==> src/rtl/aip_pkg.sv <==
// ----------------------------------------------------------------------------
// aip_pkg
// Shared types, constants and helpers for the ascii integer parser
// ----------------------------------------------------------------------------
package aip_pkg;

  localparam int VALUE_WIDTH_DEF  = 64;
  localparam int OFFSET_WIDTH_DEF = 16;

  localparam int BASE_W  = 6;
  localparam int DIGIT_W = 7;
  localparam int ADDR_W  = 3;
  localparam int DATA_W  = 32;

  // register indexes, selected by paddr[2]
  localparam logic REG_NUMBER_BASE = 1'b0;
  localparam logic REG_SIGNED_MODE = 1'b1;

  localparam logic [BASE_W-1:0] BASE_RESET = 6'd10;
  localparam logic              SIGN_RESET = 1'b1;

  localparam logic [BASE_W-1:0] BASE_OCT = 6'd8;
  localparam logic [BASE_W-1:0] BASE_DEC = 6'd10;
  localparam logic [BASE_W-1:0] BASE_HEX = 6'd16;

  localparam logic [7:0] CH_NUL   = 8'h00;
  localparam logic [7:0] CH_TAB   = 8'h09;
  localparam logic [7:0] CH_SPACE = 8'h20;
  localparam logic [7:0] CH_PLUS  = 8'h2B;
  localparam logic [7:0] CH_MINUS = 8'h2D;
  localparam logic [7:0] CH_ZERO  = 8'h30;
  localparam logic [7:0] CH_NINE  = 8'h39;
  localparam logic [7:0] CH_UP_A  = 8'h41;
  localparam logic [7:0] CH_UP_X  = 8'h58;
  localparam logic [7:0] CH_UP_Z  = 8'h5A;
  localparam logic [7:0] CH_LO_A  = 8'h61;
  localparam logic [7:0] CH_LO_X  = 8'h78;
  localparam logic [7:0] CH_LO_Z  = 8'h7A;

  localparam logic [DIGIT_W-1:0] DIGIT_NONE = 7'd64;
  localparam logic [DIGIT_W-1:0] DIGIT_TEN  = 7'd10;

  // which radix the digit check uses this cycle
  typedef enum logic [1:0] {
    BSEL_PREFIX,
    BSEL_ZERO,
    BSEL_ACTIVE
  } base_sel_t;

  // what gets loaded into the active radix register
  typedef enum logic [1:0] {
    BLD_NONE,
    BLD_RAW,
    BLD_EFF,
    BLD_HEX
  } base_ld_t;

  typedef struct packed {
    base_sel_t base_sel;
    base_ld_t  base_ld;
    logic      adv;
    logic      neg_set;
    logic      digit;
    logic      finish;
    logic      stopped;
    logic      clear;
  } aip_cmd_t;

  typedef struct packed {
    logic is_nul;
    logic is_ws;
    logic is_minus;
    logic is_plus;
    logic is_zero;
    logic is_x;
    logic nb_pfx;
    logic digit_ok;
    logic ovf;
  } aip_stat_t;

  // 0-9, a-z, A-Z to 0..35; anything else to 64
  function automatic logic [DIGIT_W-1:0] digit_value(input logic [7:0] c);
    logic [DIGIT_W-1:0] d;
    if (c >= CH_ZERO && c <= CH_NINE) begin
      d = DIGIT_W'(c - CH_ZERO);
    end else if (c >= CH_LO_A && c <= CH_LO_Z) begin
      d = DIGIT_W'(c - CH_LO_A) + DIGIT_TEN;
    end else if (c >= CH_UP_A && c <= CH_UP_Z) begin
      d = DIGIT_W'(c - CH_UP_A) + DIGIT_TEN;
    end else begin
      d = DIGIT_NONE;
    end
    return d;
  endfunction

endpackage

==> src/rtl/aip_ctrl.sv <==
// ----------------------------------------------------------------------------
// aip_ctrl
// Parse phase sequencer and result handshake for the ascii integer parser
// ----------------------------------------------------------------------------
module aip_ctrl (
  input  logic              clk,
  input  logic              rst_n,
  input  logic              in_valid,
  output logic              in_stall,
  input  logic              in_string_end,
  output logic              out_valid,
  input  logic              out_stall,
  input  aip_pkg::aip_stat_t stat,
  output aip_pkg::aip_cmd_t  cmd
);
  import aip_pkg::*;

  typedef enum logic [2:0] {
    PH_SKIP,
    PH_PREFIX,
    PH_ZERO,
    PH_DIGITS,
    PH_STOPPED,
    PH_WAIT_END
  } phase_t;

  phase_t phase_r, phase_nxt;
  logic   out_valid_r, out_valid_nxt;
  logic   accept;
  logic   fire;
  logic   do_prefix;
  logic   do_digit;

  assign fire     = (phase_r != PH_WAIT_END) && (stat.is_nul || in_string_end);
  // only a transfer that produces a result needs the output register free
  assign in_stall = out_valid_r && out_stall && fire;
  assign accept   = in_valid && !in_stall;
  assign out_valid = out_valid_r;

  always_comb begin
    phase_nxt   = phase_r;
    cmd         = '0;
    do_prefix   = 1'b0;
    do_digit    = 1'b0;
    unique case (phase_r)
      PH_SKIP, PH_PREFIX: cmd.base_sel = BSEL_PREFIX;
      PH_ZERO:            cmd.base_sel = BSEL_ZERO;
      default:            cmd.base_sel = BSEL_ACTIVE;
    endcase

    if (accept) begin
      if (phase_r != PH_WAIT_END && !stat.is_nul) begin
        unique case (phase_r)
          PH_SKIP: begin
            if (stat.is_ws) begin
              cmd.adv = 1'b1;
            end else if (stat.is_minus) begin
              cmd.neg_set = 1'b1;
              cmd.adv     = 1'b1;
              phase_nxt   = PH_PREFIX;
            end else if (stat.is_plus) begin
              cmd.adv   = 1'b1;
              phase_nxt = PH_PREFIX;
            end else begin
              do_prefix = 1'b1;
            end
          end
          PH_PREFIX: do_prefix = 1'b1;
          PH_ZERO: begin
            if (stat.is_x) begin
              cmd.base_ld = BLD_HEX;
              cmd.adv     = 1'b1;
              phase_nxt   = PH_DIGITS;
            end else begin
              cmd.base_ld = BLD_EFF;
              phase_nxt   = PH_DIGITS;
              do_digit    = 1'b1;
            end
          end
          PH_DIGITS: do_digit = 1'b1;
          default: ;
        endcase

        if (do_prefix) begin
          if (stat.is_zero && stat.nb_pfx) begin
            cmd.base_ld = BLD_RAW;
            cmd.adv     = 1'b1;
            phase_nxt   = PH_ZERO;
          end else begin
            cmd.base_ld = BLD_EFF;
            phase_nxt   = PH_DIGITS;
            do_digit    = 1'b1;
          end
        end

        if (do_digit) begin
          cmd.digit = 1'b1;
          if (!stat.digit_ok || stat.ovf) begin
            phase_nxt = PH_STOPPED;
          end
        end
      end

      if (fire) begin
        cmd.finish  = 1'b1;
        cmd.stopped = (phase_nxt == PH_STOPPED);
        phase_nxt   = PH_WAIT_END;
      end

      if (in_string_end) begin
        cmd.clear = 1'b1;
        phase_nxt = PH_SKIP;
      end
    end
  end

  always_comb begin
    out_valid_nxt = out_valid_r;
    if (accept && fire) begin
      out_valid_nxt = 1'b1;
    end else if (out_valid_r && !out_stall) begin
      out_valid_nxt = 1'b0;
    end
  end

  always_ff @(posedge clk) begin
    if (!rst_n) begin
      phase_r     <= PH_SKIP;
      out_valid_r <= 1'b0;
    end else begin
      phase_r     <= phase_nxt;
      out_valid_r <= out_valid_nxt;
    end
  end

endmodule

==> src/rtl/aip_dp.sv <==
// ----------------------------------------------------------------------------
// aip_dp
// Accumulator, radix, position counters and result register
// ----------------------------------------------------------------------------
module aip_dp #(
  parameter int VALUE_WIDTH  = aip_pkg::VALUE_WIDTH_DEF,
  parameter int OFFSET_WIDTH = aip_pkg::OFFSET_WIDTH_DEF
) (
  input  logic                        clk,
  input  logic                        rst_n,
  input  logic [7:0]                  in_char_code,
  input  logic [aip_pkg::BASE_W-1:0]  number_base,
  input  logic                        signed_mode,
  input  aip_pkg::aip_cmd_t           cmd,
  output aip_pkg::aip_stat_t          stat,
  output logic [63:0]                 out_value_bits,
  output logic                        out_range_error,
  output logic [15:0]                 out_end_offset
);
  import aip_pkg::*;

  localparam int PROD_W = VALUE_WIDTH + BASE_W + 1;
  localparam logic [VALUE_WIDTH-1:0] HALF = {1'b1, {(VALUE_WIDTH-1){1'b0}}};
  localparam logic [63:0] EXT_MASK =
    ~(64'hFFFF_FFFF_FFFF_FFFF >> (64 - VALUE_WIDTH));

  logic [VALUE_WIDTH-1:0]  acc_r, acc_nxt;
  logic                    neg_r, neg_nxt;
  logic [BASE_W-1:0]       base_r, base_nxt;
  logic [OFFSET_WIDTH-1:0] cpos_r, cpos_nxt;
  logic [OFFSET_WIDTH-1:0] epos_r, epos_nxt;
  logic                    ovf_r, ovf_nxt;

  logic [VALUE_WIDTH-1:0]  oval_r;
  logic                    oneg_r;
  logic                    osgn_r;
  logic                    orange_r;
  logic [OFFSET_WIDTH-1:0] oend_r;

  logic [BASE_W-1:0]       eff_base;
  logic [DIGIT_W-1:0]      dval;
  logic [PROD_W-1:0]       sum;
  logic [VALUE_WIDTH-1:0]  lim;
  logic [OFFSET_WIDTH-1:0] cpos_inc;
  logic [VALUE_WIDTH-1:0]  res_val;
  logic [63:0]             res_ext;

  always_comb begin
    unique case (cmd.base_sel)
      BSEL_PREFIX: eff_base = (number_base == '0) ? BASE_DEC : number_base;
      BSEL_ZERO:   eff_base = (base_r == '0) ? BASE_OCT : base_r;
      default:     eff_base = base_r;
    endcase
  end

  assign dval = digit_value(in_char_code);
  assign lim  = signed_mode ? (neg_r ? HALF : HALF - 1'b1) : '1;
  assign sum  = PROD_W'(acc_r) * PROD_W'(eff_base) + PROD_W'(dval);

  assign stat.is_nul   = (in_char_code == CH_NUL);
  assign stat.is_ws    = (in_char_code == CH_SPACE) || (in_char_code == CH_TAB);
  assign stat.is_minus = signed_mode && (in_char_code == CH_MINUS);
  assign stat.is_plus  = (in_char_code == CH_PLUS);
  assign stat.is_zero  = (in_char_code == CH_ZERO);
  assign stat.is_x     = (in_char_code == CH_LO_X) || (in_char_code == CH_UP_X);
  assign stat.nb_pfx   = (number_base == '0) || (number_base == BASE_HEX);
  assign stat.digit_ok = dval < DIGIT_W'(eff_base);
  assign stat.ovf      = sum > PROD_W'(lim);

  assign cpos_inc = (cpos_r == '1) ? cpos_r : cpos_r + 1'b1;

  always_comb begin
    acc_nxt  = acc_r;
    neg_nxt  = neg_r;
    base_nxt = base_r;
    cpos_nxt = cpos_r;
    epos_nxt = epos_r;
    ovf_nxt  = ovf_r;
    if (cmd.adv) begin
      cpos_nxt = cpos_inc;
    end
    if (cmd.neg_set) begin
      neg_nxt = 1'b1;
    end
    unique case (cmd.base_ld)
      BLD_RAW:  base_nxt = number_base;
      BLD_EFF:  base_nxt = eff_base;
      BLD_HEX:  base_nxt = BASE_HEX;
      default:  base_nxt = base_r;
    endcase
    if (cmd.digit) begin
      if (stat.digit_ok && !stat.ovf) begin
        acc_nxt  = sum[VALUE_WIDTH-1:0];
        cpos_nxt = cpos_inc;
      end else begin
        // stop here; overflow also saturates
        epos_nxt = cpos_r;
        if (stat.digit_ok) begin
          ovf_nxt = 1'b1;
          acc_nxt = lim;
        end
      end
    end
  end

  always_ff @(posedge clk) begin
    if (!rst_n || cmd.clear) begin
      acc_r  <= '0;
      neg_r  <= 1'b0;
      base_r <= '0;
      cpos_r <= '0;
      epos_r <= '0;
      ovf_r  <= 1'b0;
    end else begin
      acc_r  <= acc_nxt;
      neg_r  <= neg_nxt;
      base_r <= base_nxt;
      cpos_r <= cpos_nxt;
      epos_r <= epos_nxt;
      ovf_r  <= ovf_nxt;
    end
  end

  always_ff @(posedge clk) begin
    if (cmd.finish) begin
      oval_r   <= acc_nxt;
      oneg_r   <= neg_nxt;
      osgn_r   <= signed_mode;
      orange_r <= ovf_nxt;
      oend_r   <= cmd.stopped ? epos_nxt : cpos_nxt;
    end
  end

  // sign applied after the result register
  assign res_val = (osgn_r && oneg_r) ? (~oval_r + 1'b1) : oval_r;
  assign res_ext = (osgn_r && res_val[VALUE_WIDTH-1]) ?
                   (64'(res_val) | EXT_MASK) : 64'(res_val);

  assign out_value_bits  = res_ext;
  assign out_range_error = orange_r;
  assign out_end_offset  = 16'(oend_r);

endmodule

==> src/rtl/ascii_integer_parser.sv <==
// ----------------------------------------------------------------------------
// ascii_integer_parser
// Streaming string to integer converter with radix detection and saturation
// ----------------------------------------------------------------------------
//  channel | direction | handshake          | payload
//  in      | input     | in_valid/in_stall  | in_char_code, in_string_end
//  out     | output    | out_valid/out_stall| out_value_bits, out_range_error,
//          |           |                    | out_end_offset
//  cfg     | input     | psel/penable/pready| paddr, pwdata, pwrite, prdata
//
// One character is taken every cycle while in_stall is low; the
// multiply-add-compare on the accumulator is the combinational path for this.
// out_valid rises in the cycle after the NUL or string_end character is taken.
// Reset is synchronous on rst_n and returns to the whitespace phase.
// in_stall rises only when a terminating character meets a held result.
// ----------------------------------------------------------------------------
module ascii_integer_parser #(
  parameter int VALUE_WIDTH  = aip_pkg::VALUE_WIDTH_DEF,
  parameter int OFFSET_WIDTH = aip_pkg::OFFSET_WIDTH_DEF
) (
  input  logic                        clk,
  input  logic                        rst_n,
  input  logic                        in_valid,
  output logic                        in_stall,
  input  logic [7:0]                  in_char_code,
  input  logic                        in_string_end,
  output logic                        out_valid,
  input  logic                        out_stall,
  output logic [63:0]                 out_value_bits,
  output logic                        out_range_error,
  output logic [15:0]                 out_end_offset,
  input  logic                        psel,
  input  logic                        penable,
  input  logic                        pwrite,
  input  logic [aip_pkg::ADDR_W-1:0]  paddr,
  input  logic [aip_pkg::DATA_W-1:0]  pwdata,
  output logic [aip_pkg::DATA_W-1:0]  prdata,
  output logic                        pready
);
  import aip_pkg::*;

  logic [BASE_W-1:0] number_base_r;
  logic              signed_mode_r;
  logic              reg_sel;
  logic              cfg_wr;
  aip_cmd_t          cmd;
  aip_stat_t         stat;

  assign pready  = 1'b1;
  assign reg_sel = paddr[2];
  assign cfg_wr  = psel && penable && pwrite && pready;

  always_ff @(posedge clk) begin
    if (!rst_n) begin
      number_base_r <= BASE_RESET;
      signed_mode_r <= SIGN_RESET;
    end else if (cfg_wr) begin
      if (reg_sel == REG_NUMBER_BASE) begin
        number_base_r <= pwdata[BASE_W-1:0];
      end else begin
        signed_mode_r <= pwdata[0];
      end
    end
  end

  assign prdata = (reg_sel == REG_NUMBER_BASE) ? DATA_W'(number_base_r)
                                               : DATA_W'(signed_mode_r);

  aip_ctrl u_ctrl (
    .clk           (clk),
    .rst_n         (rst_n),
    .in_valid      (in_valid),
    .in_stall      (in_stall),
    .in_string_end (in_string_end),
    .out_valid     (out_valid),
    .out_stall     (out_stall),
    .stat          (stat),
    .cmd           (cmd)
  );

  aip_dp #(
    .VALUE_WIDTH  (VALUE_WIDTH),
    .OFFSET_WIDTH (OFFSET_WIDTH)
  ) u_dp (
    .clk             (clk),
    .rst_n           (rst_n),
    .in_char_code    (in_char_code),
    .number_base     (number_base_r),
    .signed_mode     (signed_mode_r),
    .cmd             (cmd),
    .stat            (stat),
    .out_value_bits  (out_value_bits),
    .out_range_error (out_range_error),
    .out_end_offset  (out_end_offset)
  );

endmodule

==> config.mk <==
export PLATFORM = sky130hd
export DESIGN_NAME = ascii_integer_parser
export DESIGN_NICKNAME = d
export VERILOG_FILES = /design/src/rtl/aip_pkg.sv /design/src/rtl/aip_ctrl.sv /design/src/rtl/aip_dp.sv /design/src/rtl/ascii_integer_parser.sv
export SDC_FILE = /design/constraint.sdc
export NUM_CORES = 1
export LEC_CHECK = 0
export BUFFER_PORTS_ARGS = -buffer_cell sky130_fd_sc_hd__buf_4
export CORE_MARGIN = 1.5
export CORE_UTILIZATION = 47
export DETAILED_ROUTE_END_ITERATION = 8
export PLACE_DENSITY_LB_ADDON = 0.12
export SLEW_MARGIN = 15
export SYNTH_ARGS = -nofsm -noshare
export SYNTH_HDL_FRONTEND = slang
export SYNTH_SLANG_ARGS = --single-unit
==> constraint.sdc <==
create_clock -name clk -period 10.8 [get_ports clk]
set_input_delay 0 -clock clk [delete_from_list [all_inputs] [get_ports clk]]
set_output_delay 0 -clock clk [all_outputs]
set_load 0.03 [all_outputs]
# After elaboration in Yosys (flattened, before gate mapping)
# Index checks and enable logic that the tools add are counted.
[totals]
regBits = 198
inputBits = 51
output_inout_bits = 116
elab_cells = 160
[op_classes]
n_addsub = 8
n_mul = 1
magnitude_cmp = 8
eq_ne = 18
n_mux = 70
bitwise_logic = 2
reduce_logical = 38
[ops]
columns = ["cell", "count"]
rows = [
  ["2-to-1 mux 64 bit", 6],
  ["2-to-1 mux 16 bit", 7],
  ["adder 70 x 7 -> 71 bit", 1],
  ["> comparator 71 x 64 -> 1 bit", 1],
  ["multiplier 64 x 6 -> 70 bit", 1],
  ["adder 64 x 1 -> 64 bit, second input constant", 1],
  ["inverter 64 bit", 1],
  ["2-to-1 mux 3 bit", 11],
  ["equality test 8 x 6 -> 1 bit, second input constant", 4],
  ["2-to-1 mux 1 bit", 28],
  ["2-to-1 mux 7 bit", 3],
  ["2-to-1 mux 6 bit", 3],
  ["one-hot mux 6 bit (3 select lines)", 1],
  ["adder 16 x 1 -> 16 bit, second input constant", 1],
  ["equality test 16 bit, second input constant", 1],
  ["equality test 8 x 7 -> 1 bit, second input constant", 2],
  ["greater-or-equal comparator 8 x 7 -> 1 bit, second input constant", 2],
  ["less-or-equal comparator 8 x 7 -> 1 bit, second input constant", 2],
  ["logical AND 1 bit", 16],
  ["adder 7 x 4 -> 7 bit, second input constant", 2],
  ["subtractor 7 bit, second input constant", 2],
  ["zero test 6 bit", 2],
  ["one-hot mux 6 bit (2 select lines)", 1],
  ["equality test 8 x 4 -> 1 bit, second input constant", 1],
  ["other kinds (27)", 45],
]

# Logic depth before layout (Yosys ltp)
[logic_depth]
depth_word = 20
ltp_mapped = 43
depth_no_buf = 39

# Modules after synthesis
# A second synthesis with hierarchy kept.
[unflattened]
hier_cells = 2955
hier_area_um2 = 25366.8
[modules_own_cells]
columns = ["mod", "instances", "cells_per_inst", "area_per_inst_um2", "seq_area_each_um2"]
rows = [
  ["aip_dp", 1, 2826, 24349.6, 4574.4],
  ["ascii_integer_parser", 1, 67, 575.6, 140.1],
  ["aip_ctrl", 1, 62, 441.7, 80.1],
]

# Worst setup path after synthesis
# No wires, ideal clock.
[synth_path]
path_type = "register to register"
startpoint = "register number_base_r[0]"
endpoint = "register u_dp.oend_r[4], in the netlist u_dp.out_end_offset[4] (data pin)"
setup_time_ns = 0.262
t_arrival_ns = 8.876
t_required_ns = 10.538
path_slack_ns = 1.662
path_stages_with_launch = 41
path_buffers = 3
period_less_slack_ns = 9.138
path_cell_list = "dfxtp_1 -> or4_1 -> nor3_1 -> nor2_1 -> nand2_1 -> o21ai_0 -> o41ai_1 -> clkbuf_1 -> clkbuf_1 -> nand2_1 -> fa_1 -> fa_1 -> inv_1 -> fa_1 -> inv_1 -> fa_1 -> inv_1 -> ha_1 -> [5 not listed] -> o31ai_1 -> a21oi_1 -> o31ai_1 -> xnor2_1 -> ha_1 -> nand4_1 -> nor3_1 -> nand4_1 -> or2_2 -> nor4_1 -> nor2_1 -> a221oi_2 -> or4b_4 -> o21a_1 -> buf_6 -> nor4b_4 -> or3b_2 -> o31ai_2"
[synth_via]
elab_chain_cells = 15
word_cells_on_any_way = 37
classes_between = "add/sub: 1; mul: 1; order compare: 2; eq/ne: 2; mux: 24; reduce/logical: 7"
[synth_lines]
columns = ["item", "line", "rtl"]
rows = [
  ["from (decl)", "ascii_integer_parser.sv:42", "logic [BASE_W-1:0] number_base_r;"],
  ["from (signal assigned)", "ascii_integer_parser.sv:59", "number_base_r <= pwdata[BASE_W-1:0];"],
  ["zero test 6 bit", "aip_dp.sv:50, aip_dp.sv:66", ""],
  ["2-to-1 mux 6 bit", "aip_dp.sv:50", "BSEL_PREFIX: eff_base = (number_base == '0) ? BASE_DEC : number_base;"],
  ["one-hot mux 6 bit (2 select lines)", "aip_dp.sv:49", "unique case (cmd.base_sel)"],
  ["multiplier 64 x 6 -> 70 bit", "aip_dp.sv:58", "assign sum = PROD_W'(acc_r) * PROD_W'(eff_base) + PROD_W'(dval);"],
  ["adder 70 x 7 -> 71 bit", "aip_dp.sv:58", ""],
  ["> comparator 71 x 64 -> 1 bit", "aip_dp.sv:68", "assign stat.ovf = sum > PROD_W'(lim);"],
  ["logical OR 1 bit", "aip_ctrl.sv:98", "if (!stat.digit_ok || stat.ovf) begin"],
  ["2-to-1 mux 3 bit", "aip_ctrl.sv:98", ""],
  ["2-to-1 mux 3 bit", "aip_ctrl.sv:96", "if (do_digit) begin"],
  ["2-to-1 mux 3 bit", "aip_ctrl.sv:52", "if (phase_r != PH_WAIT_END && !stat.is_nul) begin"],
  ["2-to-1 mux 3 bit", "aip_ctrl.sv:51", "if (accept) begin"],
  ["equality test 3 bit", "aip_ctrl.sv:106", "cmd.stopped = (phase_nxt == PH_STOPPED);"],
  ["2-to-1 mux 2 bit", "aip_ctrl.sv:104", "if (fire) begin"],
  ["2-to-1 mux 8 bit", "aip_ctrl.sv:51", ""],
  ["2-to-1 mux 16 bit *", "aip_dp.sv:130", "oend_r <= cmd.stopped ? epos_nxt : cpos_nxt;"],
  ["to (signal assigned)", "aip_dp.sv:130", ""],
  ["to (decl)", "aip_dp.sv:38", "logic [OFFSET_WIDTH-1:0] oend_r;"],
]
# Mark *: on every way between the ends. The rest lies on a longest branch, timed or not. The select of a mux whose other input is x is not followed.
# A chain may end at the register's enable or synchronous reset.

# Worst setup path after layout
[layout_path]
startpoint = "register number_base_r[0]"
endpoint = "register u_dp.epos_r[1]"
[layout_via]
elab_chain_cells = 11
word_cells_on_any_way = 21
classes_between = "add/sub: 1; mul: 1; order compare: 2; eq/ne: 1; mux: 11; reduce/logical: 5"
[layout_lines]
columns = ["item", "line", "rtl"]
rows = [
  ["parallel branches: the longest is 10 deep, another holds adder 70 x 7 -> 71 bit", "n/a", ""],
  ["2-to-1 mux 16 bit *", "aip_dp.sv:91", "if (cmd.digit) begin"],
  ["to (signal assigned)", "aip_dp.sv:119", "epos_r <= epos_nxt;"],
  ["to (decl)", "aip_dp.sv:31", "logic [OFFSET_WIDTH-1:0] epos_r, epos_nxt;"],
]
# Every way passes the cells marked *. The select of a mux whose other input is x is not followed.

==> flow_summary.ini <==
[status]
status = finished, violations left
violations = design-rule violations

[routing]
ant_nets = 0
drc_errors = 17
initialDrtViolationCount = 1566
finalWirelength_mm = 74.2
wl_per_cell_um = 20.3
vias = 21300
vias_per_cell = 5.82
dr.pass1.iters = 9

[clock_tree]
clock-sinks = 198
ctsRootBufferMaster = clkbuf_16
numCtsBuffers = 17
clk_path_buf_depth = 2
clock_latency_ps = 490
cts_tree = built
clk_pin_slew_worst_paths_ps = 80
htree_levels = 4

[sta]
clock.fmax_mhz = 97.5
tightest_slew_ps = 1150
slew_headroom_pct = 22.7
skew_ps = 19.0
min_period_ps = 10260
hold_viol_final = 0
rsz0062_at_grt = false
setup_violations = 0
final.period_utilization_pct = 95.0
slew_violations = 0

[pwr]
p_sw_share_pct = 34.2
power_density_mw_per_mm2 = 68.1
combPwrFrac_pct = 21.3
p_switching_mw = 0.644
intPower_mw = 1.24
report.power.total_mw = 1.88
p_leak_nw = 13.3
peakVddDrop_uv = 115
power_frac_seq_pct = 43.2
clockPowerShare_pct = 35.5

[critical_path]
path_common_cell = nor2_1
worstSetupStartpointType = register
regToRegStartpoint = number_base_r[0]
reg2regPathDepth = 41
path_class = register to register
cp.required_ps = 11150
r2r_setup_slack_ps = 540
critical_path_peak_fanout = 9
r2r-end = u_dp.epos_r[1]
worst_setup_path_end_kind = register
crit_path_max_incr_delay_ps = 550
cp_slowest_cell = or4_1
arrival_ps = 10610

[grt]
grt_pass1_wl_mm = 116
busiest_layer = met2
use_met1_pct = 38.4
met3_usage_pct = 3.63
grt_pass1_vias = 21200
antenna_found_initial = 1
use_met2_pct = 43.9
overflow = 0
grt_use_total_pct = 27.3
grt_start_max_net_pins = 80

[synth]
yosysTopAreaCell = fa_1
synthArstFlopShare_pct = 0
ys_ff_latch = 198
synth_cells = 2886
netlist_area_mm2 = 0.0252
synthTopCellsByArea = fa_1, ha_1, edfxtp_1
ys_warn_count = 0
synth_top_area_share_pct = 20.1
synth_seq_area_share_pct = 19.0
synth-main-ff-cell = dfxtp_1
avgSynthCellArea_um2 = 8.73
yosys.cell_types.count = 92
synth_edf_count = 83

[cells_and_area]
design_area_mm2 = 0.0277
antennaDiodeCount = 0
area_growth_pct = 9.80
final_util_pct = 52.4
nNetsFinal = 3487
stdcell_count = 3655
num-fill-cells = 4977
drive_gt1_share_pct = 9.57

[worst_hold_path]
hold_path.class = primary input to register
hold_path_end = number_base_r[0]
hold_path.startpoint = paddr[2]
whs_path_depth = 4

[floorplan]
core_area_mm2 = 0.0528
pin_count = 167
initial_core_util_pct = 47.7
design.die.area_mm2 = 0.0550
die_w_um = 235
die_height_um = 235
fp-row-count = 84

[flow_run]
maxCapViolCount = 0

[placed_design]
place.gp.congestion = 0.926
dp_hpwl_mm = 57.6
numPlacedInstances = 3597
placed_area_mm2 = 0.0267
io_buffers = 111
[per-layer routing]
layer	routed length, um	share of wire [%]	vias to the layer above
met5	0	0	-
met4	1610	2.2	0
met3	4660	6.3	100
met2	33700	45	714
met1	34200	46	10500
li1	-	-	9954
[critical path: cells and delay by family, from the launching register on]
family | cells | cell delay (ps)
xor+xnor | 1 | 180
flops | 1 | 340
mux | 1 | 210
fa+ha+maj | 6 | 2700
simple gates | 16 | 3350
compound gates | 11 | 2400
buf+inv | 6 | 940
[logic make-up (layout without fill, tap and decap cells)]
group | count (synthesis) | count (layout) | share of synthesized area, %
AND/OR/NAND/NOR | 1067 | 1067 | 21.8
AO/OA/AOI/OAI | 558 | 558 | 14.1
adder cells (fa/ha/maj) | 482 | 482 | 31.5
buffers and inverters | 385 | 441 | 6.43
flip-flops | 198 | 198 | 19.0
XOR/XNOR | 130 | 130 | 4.52
multiplexers | 64 | 64 | 2.57
other | 2 | 27 | 0.0298
[worst max path at each step]
stage	startpoint	endpoint	slack (ps)	depth (start not counted)
3_5_place_dp	number_base_r[0]	u_dp.epos_r[11]	-3	37
5_1_grt	number_base_r[0]	u_dp.epos_r[11]	30	40
4_1_cts	number_base_r[0]	u_ctrl.phase_r[1]	140	36
2_1_floorplan	number_base_r[0]	u_dp.out_end_offset[4]	1660	40
6_report	number_base_r[0]	u_dp.epos_r[1]	540	41
3_3_place_gp	number_base_r[0]	u_dp.epos_r[0]	160	37
[registers in the layout, summed over array words and instances, names as in the netlist]
register,count
u_dp.ovf_r,1
u_dp.base_r,6
u_dp.acc_r,64
u_dp.out_range_error,1
u_dp.epos_r,16
u_dp.cpos_r,16
signed_mode_r,1
u_dp.neg_r,1
u_ctrl.phase_r,3
number_base_r,6
u_ctrl.out_valid,1
u_dp.out_end_offset,16
u_dp.oneg_r,1
u_dp.osgn_r,1
u_dp.oval_r,64
[synthesized netlist by cell type, types with 21 or more instances]
| cell type | instances |
|---|---|
| nand3_1 | 39 |
| xnor2_1 | 78 |
| a21oi_1 | 176 |
| o211ai_1 | 34 |
| mux2i_1 | 58 |
| clkbuf_1 | 114 |
| inv_1 | 214 |
| and3_1 | 21 |
| o31ai_1 | 23 |
| xor2_1 | 52 |
| nand4_1 | 44 |
| ha_1 | 229 |
| fa_1 | 253 |
| and2_1 | 288 |
| buf_4 | 31 |
| nor2_1 | 148 |
| nor3_1 | 47 |
| o21a_1 | 27 |
| o21ai_0 | 120 |
| a21o_1 | 38 |
| nand2_1 | 350 |
| edfxtp_1 | 83 |
| buf_2 | 21 |
| dfxtp_1 | 115 |
[final cells by class]
type                    instances  area [um2]  share of cell area, %
multi-input cells            2328       19000                   68.7
flip-flops and latches        198        4790                   17.3
repair buffers                195        1600                   5.79
well taps                     688         861                   3.11
inverters                     214         803                   2.90
clock buffers                  17         425                   1.54
clock inverters                15         175                  0.633
[placed cells by master (no fill, tap or decap), drive strengths merged, types with 83 or more instances in the layout]
master / instances
a21oi: 176
and2: 288
buf: 176
dfxtp: 115
edfxtp: 83
fa: 253
ha: 229
inv: 223
nand2: 351
nor2: 149
o21ai: 126
[power groups by stage]
stage	logic (mW)	registers, mW	clock network (mW)
2_1_floorplan	0.234	0.831	0
3_3_place_gp	0.365	0.830	0
3_5_place_dp	0.369	0.831	0
4_1_cts	0.375	0.813	0.680
5_1_grt	0.428	0.816	0.709
6_report	0.401	0.814	0.669
[through the flow]
step                      hold WS, ps  setup TNS, ps  setup slack (ps)
final                             104              0               541
after global routing              126              0              25.3
after CTS                        72.9              0               141
after detailed placement          224          -5.46             -3.33
after global placement            220              0               157
after floorplan                   125              0              1660
[repair_timing]
| action | CTS | global route |
|---|---|---|
| hold endpoints to repair | 12 | 0 |
| hold buffers | 18 | 0 |
| gates resized for setup | 1 | 25 |
| pin swaps | 0 | 2 |
| setup endpoints to repair | 4 | 149 |
| setup buffers | 0 | 5 |
| cloned | 0 | 3 |
No activity file was read; power rests on OpenSTA's default activity.
